File: config.mk
export PLATFORM = sky130hd
export DESIGN_NAME = hci_uart_packet_deframer
export DESIGN_NICKNAME = d
export VERILOG_FILES = /design/src/sv/hud_pkg.sv /design/src/sv/hud_parser.sv /design/src/sv/hud_outq.sv /design/src/sv/hci_uart_packet_deframer.sv
export VERILOG_INCLUDE_DIRS = /design/src /design/src/sv
export SDC_FILE = /design/constraint.sdc
export NUM_CORES = 1
export LEC_CHECK = 0
export BUFFER_PORTS_ARGS = -buffer_cell sky130_fd_sc_hd__buf_2
export CAP_MARGIN = 5
export CORE_MARGIN = 1.5
export CORE_UTILIZATION = 48
export DETAILED_ROUTE_END_ITERATION = 12
export PLACE_DENSITY = 0.67
export SLEW_MARGIN = 20
export SYNTH_ARGS = -nofsm -noshare
export SYNTH_HDL_FRONTEND = slang
export SYNTH_SLANG_ARGS = --single-unit
File: constraint.sdc
create_clock -name aclk -period 7.3 [get_ports aclk]
set_input_delay 1.825 -clock aclk [delete_from_list [all_inputs] [get_ports aclk]]
set_output_delay 1.825 -clock aclk [all_outputs]
set_load 0.02 [all_outputs]
File: src/sv/assert_macros.svh
// ----------------------------------------------------------------------------
// assert_macros
// Assertion helpers used by the top-level rtl file.
// ----------------------------------------------------------------------------
`ifndef ASSERT_MACROS_SVH
`define ASSERT_MACROS_SVH

// plain clocked property, held off during reset
`define HUD_ASSERT(label, prop, msg) \
    label: assert property (@(posedge aclk) disable iff (!aresetn) (prop)) else $error(msg);

// same-cycle implication, held off during reset
`define HUD_ASSERT_IMPLY(label, ante, cons, msg) \
    label: assert property (@(posedge aclk) disable iff (!aresetn) (ante) |-> (cons)) \
        else $error(msg);

`endif

File: src/sv/hud_pkg.sv
// ----------------------------------------------------------------------------
// hud_pkg
// Types and constants shared by the H4 packet deframer modules.
// ----------------------------------------------------------------------------
package hud_pkg;

    // input operation codes
    localparam logic OP_BYTE    = 1'b0;
    localparam logic OP_RESTART = 1'b1;

    // packet kind codes
    localparam logic KIND_EVENT = 1'b0;
    localparam logic KIND_ACL   = 1'b1;

    // H4 packet indicators
    localparam logic [7:0] IND_EVENT = 8'h04;
    localparam logic [7:0] IND_ACL   = 8'h02;

    // ACL header length and the position of the length low byte in it
    localparam logic [2:0] ACL_HDR_BYTES  = 3'd4;
    localparam logic [2:0] ACL_HDR_LEN_LO = 3'd3;

    // configuration register indexes
    localparam int unsigned CFG_IDX_W = 2;
    localparam logic [CFG_IDX_W-1:0] CFG_DELIVER_EVENTS = 2'd0;
    localparam logic [CFG_IDX_W-1:0] CFG_DELIVER_ACL    = 2'd1;
    localparam logic [CFG_IDX_W-1:0] CFG_ACL_LIMIT      = 2'd2;

    localparam logic [15:0] ACL_LIMIT_RESET = 16'd1020;

    typedef struct packed {
        logic       operation;
        logic [7:0] rx_byte;
    } in_item_t;

    typedef struct packed {
        logic [7:0] out_byte;
        logic       packet_kind;
        logic       last_of_packet;
        logic       dropped;
    } out_item_t;

    typedef struct packed {
        logic        deliver_events;
        logic        deliver_acl;
        logic [15:0] acl_payload_limit;
    } cfg_t;

endpackage

File: src/sv/hud_parser.sv
// ----------------------------------------------------------------------------
// hud_parser
// H4 framing state machine: updates the parse state on each accepted item
// and forms the result byte for the output queue.
// ----------------------------------------------------------------------------
module hud_parser (
    input  logic               aclk,
    input  logic               aresetn,
    input  logic               item_valid,
    input  hud_pkg::in_item_t  item,
    input  hud_pkg::cfg_t      cfg,
    output logic               res_valid,
    output hud_pkg::out_item_t res
);
    import hud_pkg::*;

    typedef enum logic [2:0] {
        PH_IDLE      = 3'd0,
        PH_EVT_CODE  = 3'd1,
        PH_EVT_LEN   = 3'd2,
        PH_EVT_PARAM = 3'd3,
        PH_ACL_HDR   = 3'd4,
        PH_ACL_DATA  = 3'd5
    } phase_t;

    phase_t      phase_reg, phase_next;
    logic [15:0] remain_reg, remain_next;
    logic [2:0]  hdr_cnt_reg, hdr_cnt_next;
    logic [7:0]  len_lo_reg, len_lo_next;

    logic [2:0]  hdr_inc;
    logic [15:0] remain_dec;
    logic [15:0] acl_len;
    logic        emit;
    logic        kind;
    logic        last;
    logic        drop;

    // next state and result fields
    always_comb begin
        phase_next   = phase_reg;
        remain_next  = remain_reg;
        hdr_cnt_next = hdr_cnt_reg;
        len_lo_next  = len_lo_reg;
        emit         = 1'b0;
        kind         = KIND_EVENT;
        last         = 1'b0;
        drop         = 1'b0;
        hdr_inc      = hdr_cnt_reg + 3'd1;
        remain_dec   = remain_reg - 16'd1;
        acl_len      = {item.rx_byte, len_lo_reg};

        if (item_valid) begin
            if (item.operation == OP_RESTART) begin
                phase_next   = PH_IDLE;
                remain_next  = '0;
                hdr_cnt_next = '0;
            end else begin
                unique case (phase_reg)
                    PH_EVT_CODE: begin
                        emit       = 1'b1;
                        phase_next = PH_EVT_LEN;
                    end
                    PH_EVT_LEN: begin
                        emit = 1'b1;
                        if (item.rx_byte == 8'd0) begin
                            last        = 1'b1;
                            phase_next  = PH_IDLE;
                            remain_next = '0;
                        end else begin
                            remain_next = {8'd0, item.rx_byte};
                            phase_next  = PH_EVT_PARAM;
                        end
                    end
                    PH_EVT_PARAM: begin
                        emit        = 1'b1;
                        remain_next = remain_dec;
                        if (remain_dec == 16'd0) begin
                            last       = 1'b1;
                            phase_next = PH_IDLE;
                        end
                    end
                    PH_ACL_HDR: begin
                        emit         = 1'b1;
                        kind         = KIND_ACL;
                        hdr_cnt_next = hdr_inc;
                        if (hdr_inc == ACL_HDR_LEN_LO) begin
                            len_lo_next = item.rx_byte;
                        end else if (hdr_inc >= ACL_HDR_BYTES) begin
                            // last header byte: length is complete
                            hdr_cnt_next = '0;
                            if (acl_len == 16'd0) begin
                                last        = 1'b1;
                                phase_next  = PH_IDLE;
                                remain_next = '0;
                            end else if (acl_len > cfg.acl_payload_limit) begin
                                last        = 1'b1;
                                drop        = 1'b1;
                                phase_next  = PH_IDLE;
                                remain_next = '0;
                            end else begin
                                remain_next = acl_len;
                                phase_next  = PH_ACL_DATA;
                            end
                        end
                    end
                    PH_ACL_DATA: begin
                        emit        = 1'b1;
                        kind        = KIND_ACL;
                        remain_next = remain_dec;
                        if (remain_dec == 16'd0) begin
                            last       = 1'b1;
                            phase_next = PH_IDLE;
                        end
                    end
                    default: begin
                        // idle: hunt for an indicator byte
                        if (item.rx_byte == IND_EVENT) begin
                            phase_next  = PH_EVT_CODE;
                            remain_next = '0;
                        end else if (item.rx_byte == IND_ACL) begin
                            phase_next   = PH_ACL_HDR;
                            hdr_cnt_next = '0;
                            remain_next  = '0;
                        end else begin
                            phase_next = PH_IDLE;
                        end
                    end
                endcase
            end
        end
    end

    // result goes out only when its kind is enabled
    assign res_valid = emit & ((kind == KIND_ACL) ? cfg.deliver_acl : cfg.deliver_events);
    assign res.out_byte       = item.rx_byte;
    assign res.packet_kind    = kind;
    assign res.last_of_packet = last;
    assign res.dropped        = drop;

    // parse state
    always_ff @(posedge aclk) begin
        if (!aresetn) begin
            phase_reg   <= PH_IDLE;
            remain_reg  <= '0;
            hdr_cnt_reg <= '0;
            len_lo_reg  <= '0;
        end else begin
            phase_reg   <= phase_next;
            remain_reg  <= remain_next;
            hdr_cnt_reg <= hdr_cnt_next;
            len_lo_reg  <= len_lo_next;
        end
    end

endmodule

File: src/sv/hud_outq.sv
// ----------------------------------------------------------------------------
// hud_outq
// Two-entry result queue: holds finished bytes so the input side keeps
// flowing while the result side stalls, until both entries are full.
// ----------------------------------------------------------------------------
module hud_outq (
    input  logic               aclk,
    input  logic               aresetn,
    input  logic               push,
    input  hud_pkg::out_item_t push_data,
    output logic               not_full,
    output logic               m_valid,
    input  logic               m_ready,
    output hud_pkg::out_item_t m_data
);
    import hud_pkg::*;

    out_item_t  slot_reg [2];
    logic       wr_ptr_reg, wr_ptr_next;
    logic       rd_ptr_reg, rd_ptr_next;
    logic [1:0] count_reg, count_next;
    logic       pop;

    assign pop      = m_valid & m_ready;
    assign m_valid  = (count_reg != 2'd0);
    assign not_full = (count_reg != 2'd2);
    assign m_data   = slot_reg[rd_ptr_reg];

    // pointer and fill bookkeeping
    always_comb begin
        wr_ptr_next = push ? ~wr_ptr_reg : wr_ptr_reg;
        rd_ptr_next = pop ? ~rd_ptr_reg : rd_ptr_reg;
        count_next  = count_reg + {1'b0, push} - {1'b0, pop};
    end

    always_ff @(posedge aclk) begin
        if (!aresetn) begin
            wr_ptr_reg <= 1'b0;
            rd_ptr_reg <= 1'b0;
            count_reg  <= 2'd0;
        end else begin
            wr_ptr_reg <= wr_ptr_next;
            rd_ptr_reg <= rd_ptr_next;
            count_reg  <= count_next;
        end
    end

    // payload storage
    always_ff @(posedge aclk) begin
        if (push) begin
            slot_reg[wr_ptr_reg] <= push_data;
        end
    end

endmodule

File: src/sv/hci_uart_packet_deframer.sv
// ----------------------------------------------------------------------------
// hci_uart_packet_deframer
// Frames received UART bytes into HCI H4 event and ACL packets and streams
// every packet byte out with its kind, an end-of-packet flag and a drop flag.
// ----------------------------------------------------------------------------
// Takes one item per clock while s_ready is high. A result is registered in
// the result queue before it shows on the m_ channel; the parse state is a
// single register stage, so each byte is framed in the cycle it is accepted.
// A two-entry result queue decouples the sides: input keeps flowing while
// one result waits, and s_ready drops only when both queue entries hold
// untaken results. Indicator bytes, bytes of a disabled kind and restart
// items produce no result. Configuration writes are always accepted
// (cfg_ready is high) and should be issued only while the block is idle.
// ----------------------------------------------------------------------------
`include "assert_macros.svh"

module hci_uart_packet_deframer (
    input  logic                                  aclk,
    input  logic                                  aresetn,
    input  logic                                  s_valid,
    output logic                                  s_ready,
    input  hud_pkg::in_item_t                     s_data,
    output logic                                  m_valid,
    input  logic                                  m_ready,
    output hud_pkg::out_item_t                    m_data,
    input  logic                                  cfg_valid,
    output logic                                  cfg_ready,
    input  logic [hud_pkg::CFG_IDX_W-1:0]         cfg_index,
    input  logic [15:0]                           cfg_data
);
    import hud_pkg::*;

    cfg_t      cfg_reg, cfg_next;
    logic      item_acc;
    logic      res_valid;
    out_item_t res;

    assign cfg_ready = 1'b1;
    assign item_acc  = s_valid & s_ready;

    // configuration register writes
    always_comb begin
        cfg_next = cfg_reg;
        if (cfg_valid) begin
            unique case (cfg_index)
                CFG_DELIVER_EVENTS: cfg_next.deliver_events    = cfg_data[0];
                CFG_DELIVER_ACL:    cfg_next.deliver_acl       = cfg_data[0];
                CFG_ACL_LIMIT:      cfg_next.acl_payload_limit = cfg_data;
                default:            cfg_next = cfg_reg;
            endcase
        end
    end

    always_ff @(posedge aclk) begin
        if (!aresetn) begin
            cfg_reg.deliver_events    <= 1'b0;
            cfg_reg.deliver_acl       <= 1'b0;
            cfg_reg.acl_payload_limit <= ACL_LIMIT_RESET;
        end else begin
            cfg_reg <= cfg_next;
        end
    end

    // framing state machine
    hud_parser u_parser (
        .aclk       (aclk),
        .aresetn    (aresetn),
        .item_valid (item_acc),
        .item       (s_data),
        .cfg        (cfg_reg),
        .res_valid  (res_valid),
        .res        (res)
    );

    // result queue
    hud_outq u_outq (
        .aclk      (aclk),
        .aresetn   (aresetn),
        .push      (item_acc & res_valid),
        .push_data (res),
        .not_full  (s_ready),
        .m_valid   (m_valid),
        .m_ready   (m_ready),
        .m_data    (m_data)
    );

    // a restart never yields a result
    `HUD_ASSERT_IMPLY(a_restart_silent, item_acc && s_data.operation == OP_RESTART, !res_valid, "restart produced a result")

    // a dropped byte always ends an ACL packet
    `HUD_ASSERT_IMPLY(a_drop_is_acl_end, m_valid && m_data.dropped, m_data.last_of_packet && m_data.packet_kind == KIND_ACL, "drop flag on a non-final or event byte")

    // input stalls only behind queued results
    `HUD_ASSERT_IMPLY(a_stall_has_output, !s_ready, m_valid, "input stalled with empty queue")

endmodule

Yosys cells after proc, flatten, opt, wreduce, memory -nomap -nowiden
Memories as Yosys holds them, arrays and structs flattened. A register that Yosys moved wholly into a read port is not among the register bits. Index checks and enable logic that the tools add are counted.

$add $sub $neg: 4. Magnitude comparators: 2. Eq/ne operators: 17. Muxes and demuxes: 51. Bitwise gates (word level): 7. Reduce and logical (&&, ||, !) cells: 18.

Operators with widths (number): $mux 16 (7); $pmux 16 s4 (1); $mux 3 (13); $logic_not 16->1 (2); $mux 1 (25); $gt 16x16->1 (1); $sub 16x1->16 const B (1); $pmux 3 s4 (1); $reduce_and 4->1 (3); $eq 3x2->1 const B (3); $eq 8x2->1 const B (1); $eq 8x3->1 const B (1); $logic_not 8->1 (1); $mux 8 (1); $eq 3x3->1 const B (2); $ne 3x3->1 const B (2); $pmux 3 s2 (1); $reduce_and 2->1 (3); $reduce_bool 6->1 (1); $reduce_and 5->1 (1); $reduce_or 5->1 (1); $and 1x1->1 (4); $ne 2x2->1 const B (2); $reduce_or 2->1 (2); other kinds (17) (19).

Flip-flop bits (word level): 52. Memory bits (writable): 22. Bits of input ports: 32. Output and inout bits: 14. Memories: 1.

Memory list: u_outq.slot_reg (depth 2, bits a word 11, rd ports 1, clocked after memory_dff 1, write ports 1, line hud_outq.sv:18) `out_item_t slot_reg [2];`.

Logic depth before layout (Yosys ltp)
Gate-level depths: netlist of run 1.

Word-level depth: 10. Depth in mapped cells: 10.

Modules after synthesis
From an unflattened synthesis of run 1, not the netlist that was laid out.

Cells, all modules: 475. Area total of the unflattened synthesis: 4405.5 um^2.

Modules (own cells, without submodules): hud_parser (times used 1, cells each 333, area an instance 2580.0 um^2, seq. area each 600.6 um^2); hud_outq (times used 1, cells each 57, area an instance 1034.7 um^2, seq. area each 760.7 um^2); hci_uart_packet_deframer (times used 1, cells each 85, area an instance 790.8 um^2, seq. area each 360.3 um^2).

Least setup slack after synthesis of run 1
No wires, ideal clock.

Kind: input port to flip-flop. Start point: input port s_data[3] (netlist bit). End point: register u_parser.remain_reg[15]. Library setup time: 122 ps. Arrival: 3663 ps. Setup slack: 3515 ps. Stages on the path: 8. Buffers on the path: 1. Path through: ha_1 nand4_1 or4_1 o221ai_1 a211oi_2 nor2b_2 buf_6 a221o_1.

Word-level cells in the longest chain between the ends: 7. Elaborated cells on any way between the ends: 13.

Ends and longest elaborated chain: from (decl) (line hci_uart_packet_deframer.sv:22) `input hud_pkg::in_item_t s_data,`; $gt 16x16->1 (line hud_parser.sv:96) `end else if (acl_len > cfg.acl_payload_limit) begin`; $mux 16 (line hud_parser.sv:96); $mux 16 (line hud_parser.sv:92) `if (acl_len == 16'd0) begin`; $mux 16 (line hud_parser.sv:89) `end else if (hdr_inc >= ACL_HDR_BYTES) begin`; $mux 16 (line hud_parser.sv:87) `if (hdr_inc == ACL_HDR_LEN_LO) begin`; $pmux 16 s4 (line hud_parser.sv:59) `unique case (phase_reg)`; $mux 16 (line hud_parser.sv:54) `if (item.operation == OP_RESTART) begin`; to (signal assigned) (line hud_parser.sv:150) `remain_reg <= remain_next;`; to (decl) (line hud_parser.sv:27) `logic [15:0] remain_reg, remain_next;`.

Several ways; a longest one is shown, not always the timed one. The select of a mux whose other input is x is not followed. A chain may end at the register's enable or synchronous reset.

Worst setup path after layout of run 1
Start point: input port s_data[2] (netlist bit). End point: register u_parser.remain_reg[10].

Same word-level chain as after synthesis.

==> impl_metrics.tcl, run 1 <==
set metrics [dict create \
    ys.flop_type "dfxtp_1" \
    worstHoldPathType "reg2reg" \
    coreArea_mm2 0.00830 \
    start_util_pct 50.1 \
    largest_reg_flops 22 \
    seqPwrFrac_pct 53.3 \
    grt_pass1_vias 3076 \
    holdBufCountCts 0 \
    antenna_found_initial 0 \
    p_sw_uw 202 \
    drtIter0Drc 217 \
    cts_tree "yes" \
    rr_worst_depth 8 \
    synthCells 450 \
    slew_headroom_pct 38.5 \
    worstSetupPathDepth 8 \
    routabilityCongestion 0.849 \
    grtUsageTotal_pct 21.2 \
    post_cts_buffers 0 \
    rsz0062_at_grt "false" \
    critPathBufInv 1 \
    overflow 0 \
    drv_slew 0 \
    wl_met3_um 483 \
    ys_types 71 \
    worstMarginPinSlew_ps 919 \
    ios 46 \
    dr_wl_met2_mm 4.08 \
    clkPwrFrac_pct 39.9 \
    via_count 3348 \
    final_hold_viol_count 0 \
    cts_resized 0 \
    numClockSinks 75 \
    worstPathRequired_ps 7600 \
    cp-end-kind "register" \
    cp_data_arrival_time_ps 4630 \
    path_cells "buf_2 -> ha_1 -> nand4_1 -> or4_1 -> or3_4 -> a211oi_2 -> nor2b_2 -> a221o_1" \
    clk_pin_slew_ps 90 \
    io_buffers 44 \
    swShare_pct 24.8 \
    drtAntennaViolNets 0 \
    skew_ps 20.7 \
    final-setup-viol-count 0 \
    yosys_warnings 0 \
    nets 533 \
    final.setup.tns_ps 0 \
    peakVddDrop_uv 140 \
    cp_top_family "simple AND/OR/NAND/NOR gates" \
    vias_per_cell 5.68 \
    setup_ws_ps 2960 \
    placed_cell_area_mm2 0.00438 \
    wl_met1_mm 4.37 \
    cts_htree_levels 3 \
    ys_ff_latch 75 \
    drive_gt1_share_pct 18.2 \
    drcViolationCount 0 \
    leakagePower_nw 1.84 \
    holdWs_ps 465 \
    p_int_uw 613 \
    n_antenna_cell 0 \
    async_flop_share_pct 0 \
    clk_root_buffer_cell "clkbuf_8" \
    dieArea_mm2 0.00923 \
    crit_slowest_cell "a211oi_2" \
    highest-signal-layer "met4" \
    fmax_mhz 230 \
    maxCapViolCount 0 \
    synth-edff-count 22 \
    slowest_delay_ps 640 \
    wl_per_cell_um 15.6 \
    wl_mm 9.21 \
    syn-num-nets 504 \
    final.period_utilization_pct 59.4 \
    fin_crit_ps 4340 \
    dr.pass1.iters 4 \
    dpl_worst_slack_ps 2640 \
    die_y_um 96.1 \
    p_comb_share_pct 6.8 \
    syn_area_mm2 0.00416 \
    dp_hpwl_mm 6.65 \
    whs_path_depth 2 \
    cts_made_buffers 9 \
    cp-start-kind "input pin" \
    seq_area_frac_synth_pct 41.4 \
    grt_max_degree 29 \
    clk-insertion-delay-late_ps 360 \
    crit_type "in2reg" \
    syn_avg_cell_area_um2 9.24 \
    status "complete, no violations" \
    clk_path_buf_depth 2 \
    placementRows 33 \
    die_w_um 96.1 \
    p_per_area_mw_per_mm2 178 \
    grt_pass1_wl_mm 14.7 \
    area_growth_pct 10.1 \
    critPathMaxFanout 11 \
    finish.instance_area_mm2 0.00458 \
]
==> cell type report <==
cell class | count | area, um^2
Timing Repair Buffer | 45 | 228
Fill cell | 770 | 3720
Sequential cell | 75 | 1720
Tap cell | 105 | 131
Multi-Input combinational cell | 323 | 2200
Clock buffer | 9 | 124
Clock inverter | 7 | 75.1
Inverter | 25 | 93.8
==> synthesized netlist by cell type, types with 3 or more instances <==
master,n,area [um^2]
dfxtp_1,53,1060
nand2_1,52,195
nor2_1,46,173
inv_1,25,93.8
edfxtp_1,22,661
ha_1,22,275
a21oi_1,21,105
clkbuf_1,14,52.6
mux2i_1,13,130
nor4_1,12,75.1
mux2_2,11,124
a221oi_1,10,87.6
xnor2_1,10,87.6
o211ai_1,9,67.6
o21ai_1,9,45.0
buf_2,8,40.0
nor3_1,7,35.0
a221o_1,6,60.1
xor2_1,6,52.6
nand3_1,5,25.0
nand3b_1,5,37.5
nor3b_1,5,37.5
and2_1,4,25.0
nand2b_1,4,25.0
nand4_1,4,25.0
o21ai_0,4,20.0
or3_1,4,25.0
buf_4,3,22.5
nand4b_1,3,26.3
o21a_1,3,22.5
==> final timing paths <==
kind	from	to	slack, ps
max	s_data[2]	u_parser.remain_reg[10]	2960
max reg2reg	cfg_reg[10]	u_parser.remain_reg[10]	4230
min	cfg_reg[13]	cfg_reg[13]	470
min reg2reg	cfg_reg[13]	cfg_reg[13]	470
==> cell usage in the layout, fill, tap and decap left out, types with 3 or more instances in the layout <==
master,count
a221o_1,6
nand3b_1,5
o21ai_0,4
a21oi_1,21
nand4b_1,3
o21ai_1,9
o211ai_1,9
xnor2_1,10
mux2_2,11
nand2_1,52
nand2b_1,4
nand3_1,5
inv_1,25
clkbuf_8,9
nor3b_1,5
edfxtp_1,22
nor2_1,46
ha_1,22
dfxtp_1,53
a221oi_1,10
o21a_1,3
nor4_1,12
or3_1,4
nor3_1,7
mux2i_1,13
and2_1,4
buf_2,44
xor2_1,6
nand4_1,4
==> tightest hold or removal path, cell delays in order (launching register included) <==
cell and delay [ps]:
dfxtp_1 320, nand2_1 50, a21oi_1 50
==> layer usage <==
metal,track usage (%),vias to the layer above
li1,-,1682
met1,27.1,1540
met2,33.3,103
met3,4.19,23
met4,11.8,0
met5,0,-
==> power by group through the flow <==
stage                     Combinational (mW)  Sequential [mW]  Clock, mW
final                                 0.0552            0.434      0.325
after global routing                  0.0612            0.434      0.353
after floorplan                       0.0333            0.442          0
after detailed placement              0.0547            0.443          0
after CTS                             0.0551            0.434      0.332
after global placement                0.0532            0.443          0
==> logic make-up (layout without fill, tap and decap cells) <==
family	Yosys count	after routing	synth area share, %
buffers and inverters	52	86	5.57
and+or+nand+nor	173	173	21.9
adders and majority gates	22	22	6.62
DFF	75	75	41.4
AOI/OAI and AO/OA	87	87	14.9
other	1	1	0.0902
xor gates and xnor gates	16	16	3.37
muxes	24	24	6.11
==> through the flow <==
stage	cells	total power, mW	utilization (%)
detailed placement	573	0.498	52.8
floorplan	450	0.476	-
CTS	589	0.821	55.1
global route	589	0.849	55.1
global placement	573	0.496	52.8
finish	589	0.814	55.1
Note: power is estimated with default switching activity, not from simulation.
==> run 2: changes to the inputs <==
PLACE_DENSITY = 0.7   (was 0.67)
clock period = 3.9 ns   (was 7.3 ns; I/O delays follow)
==> run 2 against run 1 <==
Against the previous run: utilization rose by 0.41 points; non-clock buffer count grew 3; sequential power up 87%; flip-flop and latch count unchanged; first-iteration DRC count up 27%; count of clock-buffer cells in the layout is 2 higher; sequential share of layout area shrank 0.28 points; critical path depth unchanged; largest power group unchanged.
==> impl_metrics.tcl, run 2 (synthesized netlist as in run 1, its figures left out) <==
set metrics [dict create \
    status "complete, no violations" \
    rsz0062_at_grt "false" \
    dr.pass1.iters 4 \
    place_inst 576 \
    worstMarginPinSlew_ps 777 \
    instances_no_fill 592 \
    nets 536 \
    skew_ps 9.29 \
    cp_data_arrival_time_ps 3350 \
    p_per_area_mw_per_mm2 338 \
    antenna_found_initial 0 \
    grt_pass1_wl_mm 15.2 \
    power_mw 1.56 \
    fmax_mhz 328 \
    start_util_pct 50.1 \
    clk_root_buffer_cell "clkbuf_8" \
    final.setup.tns_ps 0 \
    cts_tree "yes" \
    drtAntennaViolNets 0 \
    grt_max_degree 29 \
    grtUsageTotal_pct 21.8 \
    dp_hpwl_mm 6.75 \
    fin_util_pct 55.6 \
    overflow 0 \
    crit_type "in2reg" \
    cts_made_buffers 9 \
    post_cts_buffers 0 \
    coreArea_mm2 0.00830 \
    setup_ws_ps 848 \
    largest_reg_flops 22 \
    cts_htree_levels 3 \
    finish.instance_area_mm2 0.00461 \
    placed_cell_area_mm2 0.00440 \
    clk_pin_slew_ps 80 \
    cp-end-kind "register" \
    drive_gt1_share_pct 18.3 \
    die_w_um 96.1 \
    placementRows 33 \
    maxCapViolCount 0 \
    final_cell_mix "dfxtp_1 (53), nand2_1 (52), nor2_1 (46)" \
    path_cells "buf_2 -> ha_1 -> nand4_1 -> or4_1 -> or3_4 -> a211oi_2 -> nor2b_2 -> a221o_1" \
    clk-insertion-delay-late_ps 350 \
    fin_crit_ps 3050 \
    final.period_utilization_pct 78.2 \
    crit_slowest_cell "or4_1" \
    worstPathRequired_ps 4200 \
    grt_pass1_vias 3171 \
    cp-start-kind "input pin" \
    dpl_worst_slack_ps 509 \
    drv_slew 0 \
    worstHoldPathType "reg2reg" \
    io_buffers 44 \
    numClockSinks 75 \
    holdWs_ps 456 \
    holdBufCountCts 0 \
    slew_headroom_pct 47.6 \
    ios 46 \
    vias_per_cell 5.65 \
    clk_path_buf_depth 2 \
    via_count 3347 \
    final-setup-viol-count 0 \
    final_hold_viol_count 0 \
    drtIter0Drc 276 \
    peakVddDrop_uv 222 \
    wl_per_cell_um 15.7 \
    n_antenna_cell 0 \
    critPathMaxFanout 10 \
    mostFrequentLayoutCell "dfxtp_1" \
    dieArea_mm2 0.00923 \
    slowest_delay_ps 490 \
    routabilityCongestion 0.836 \
    leakagePower_nw 1.86 \
    cts_resized 0 \
    area_growth_pct 10.9 \
    die_y_um 96.1 \
    drcViolationCount 0 \
    wl_mm 9.28 \
]
-- run 2: cell count changes in the layout (fill, tap and decap cells not counted) --
cell	delta
buf_4	+3
bufinv_16	+1
clkbuf_1	+2
clkinv_4	-1
inv_6	-2
-- run 2: worst paths after layout --
path	from	to	slack [ps]	depth (start not counted)
max	s_data[2]	u_parser.remain_reg[15]	850	8
min	cfg_reg[1]	cfg_reg[1]	460	2
max reg2reg	u_parser.remain_reg[0]	u_outq.slot_reg[1][1]	1030	9
min reg2reg	cfg_reg[1]	cfg_reg[1]	460	2
-- run 2: power breakdown --
group | total [mW] | internal (mW) | switching, mW
combinational | 0.104 | 0.0389 | 0.0655
clock | 0.644 | 0.360 | 0.284
sequential | 0.812 | 0.808 | 0.00405
-- run 2: layout make-up --
class | instances | area, um^2
Tap cell | 105 | 131
Clock buffer | 11 | 131
Inverter | 25 | 93.8
Timing Repair Buffer | 48 | 250
Fill cell | 752 | 3690
Multi-Input combinational cell | 323 | 2200
Clock inverter | 5 | 78.8
Sequential cell | 75 | 1720
-- run 2: worst max-delay path, delay by kind of cell --
| family | cells | cell delay (ps) |
|---|---|---|
| AOI/OAI and AO/OA | 2 | 470 |
| adders and majority gates | 1 | 360 |
| and+or+nand+nor | 4 | 1360 |
| buffers and inverters | 1 | 180 |
-- run 2: per-layer routing --
layer / up-vias / GRT usage, % / part of all wire [%]
met4: 0 / 5.64 / 0.96
met5: - / 0 / 0
li1: 1687 / - / -
met1: 1580 / 28.0 / 47
met3: 6 / 5.77 / 4.7
met2: 74 / 36.3 / 47
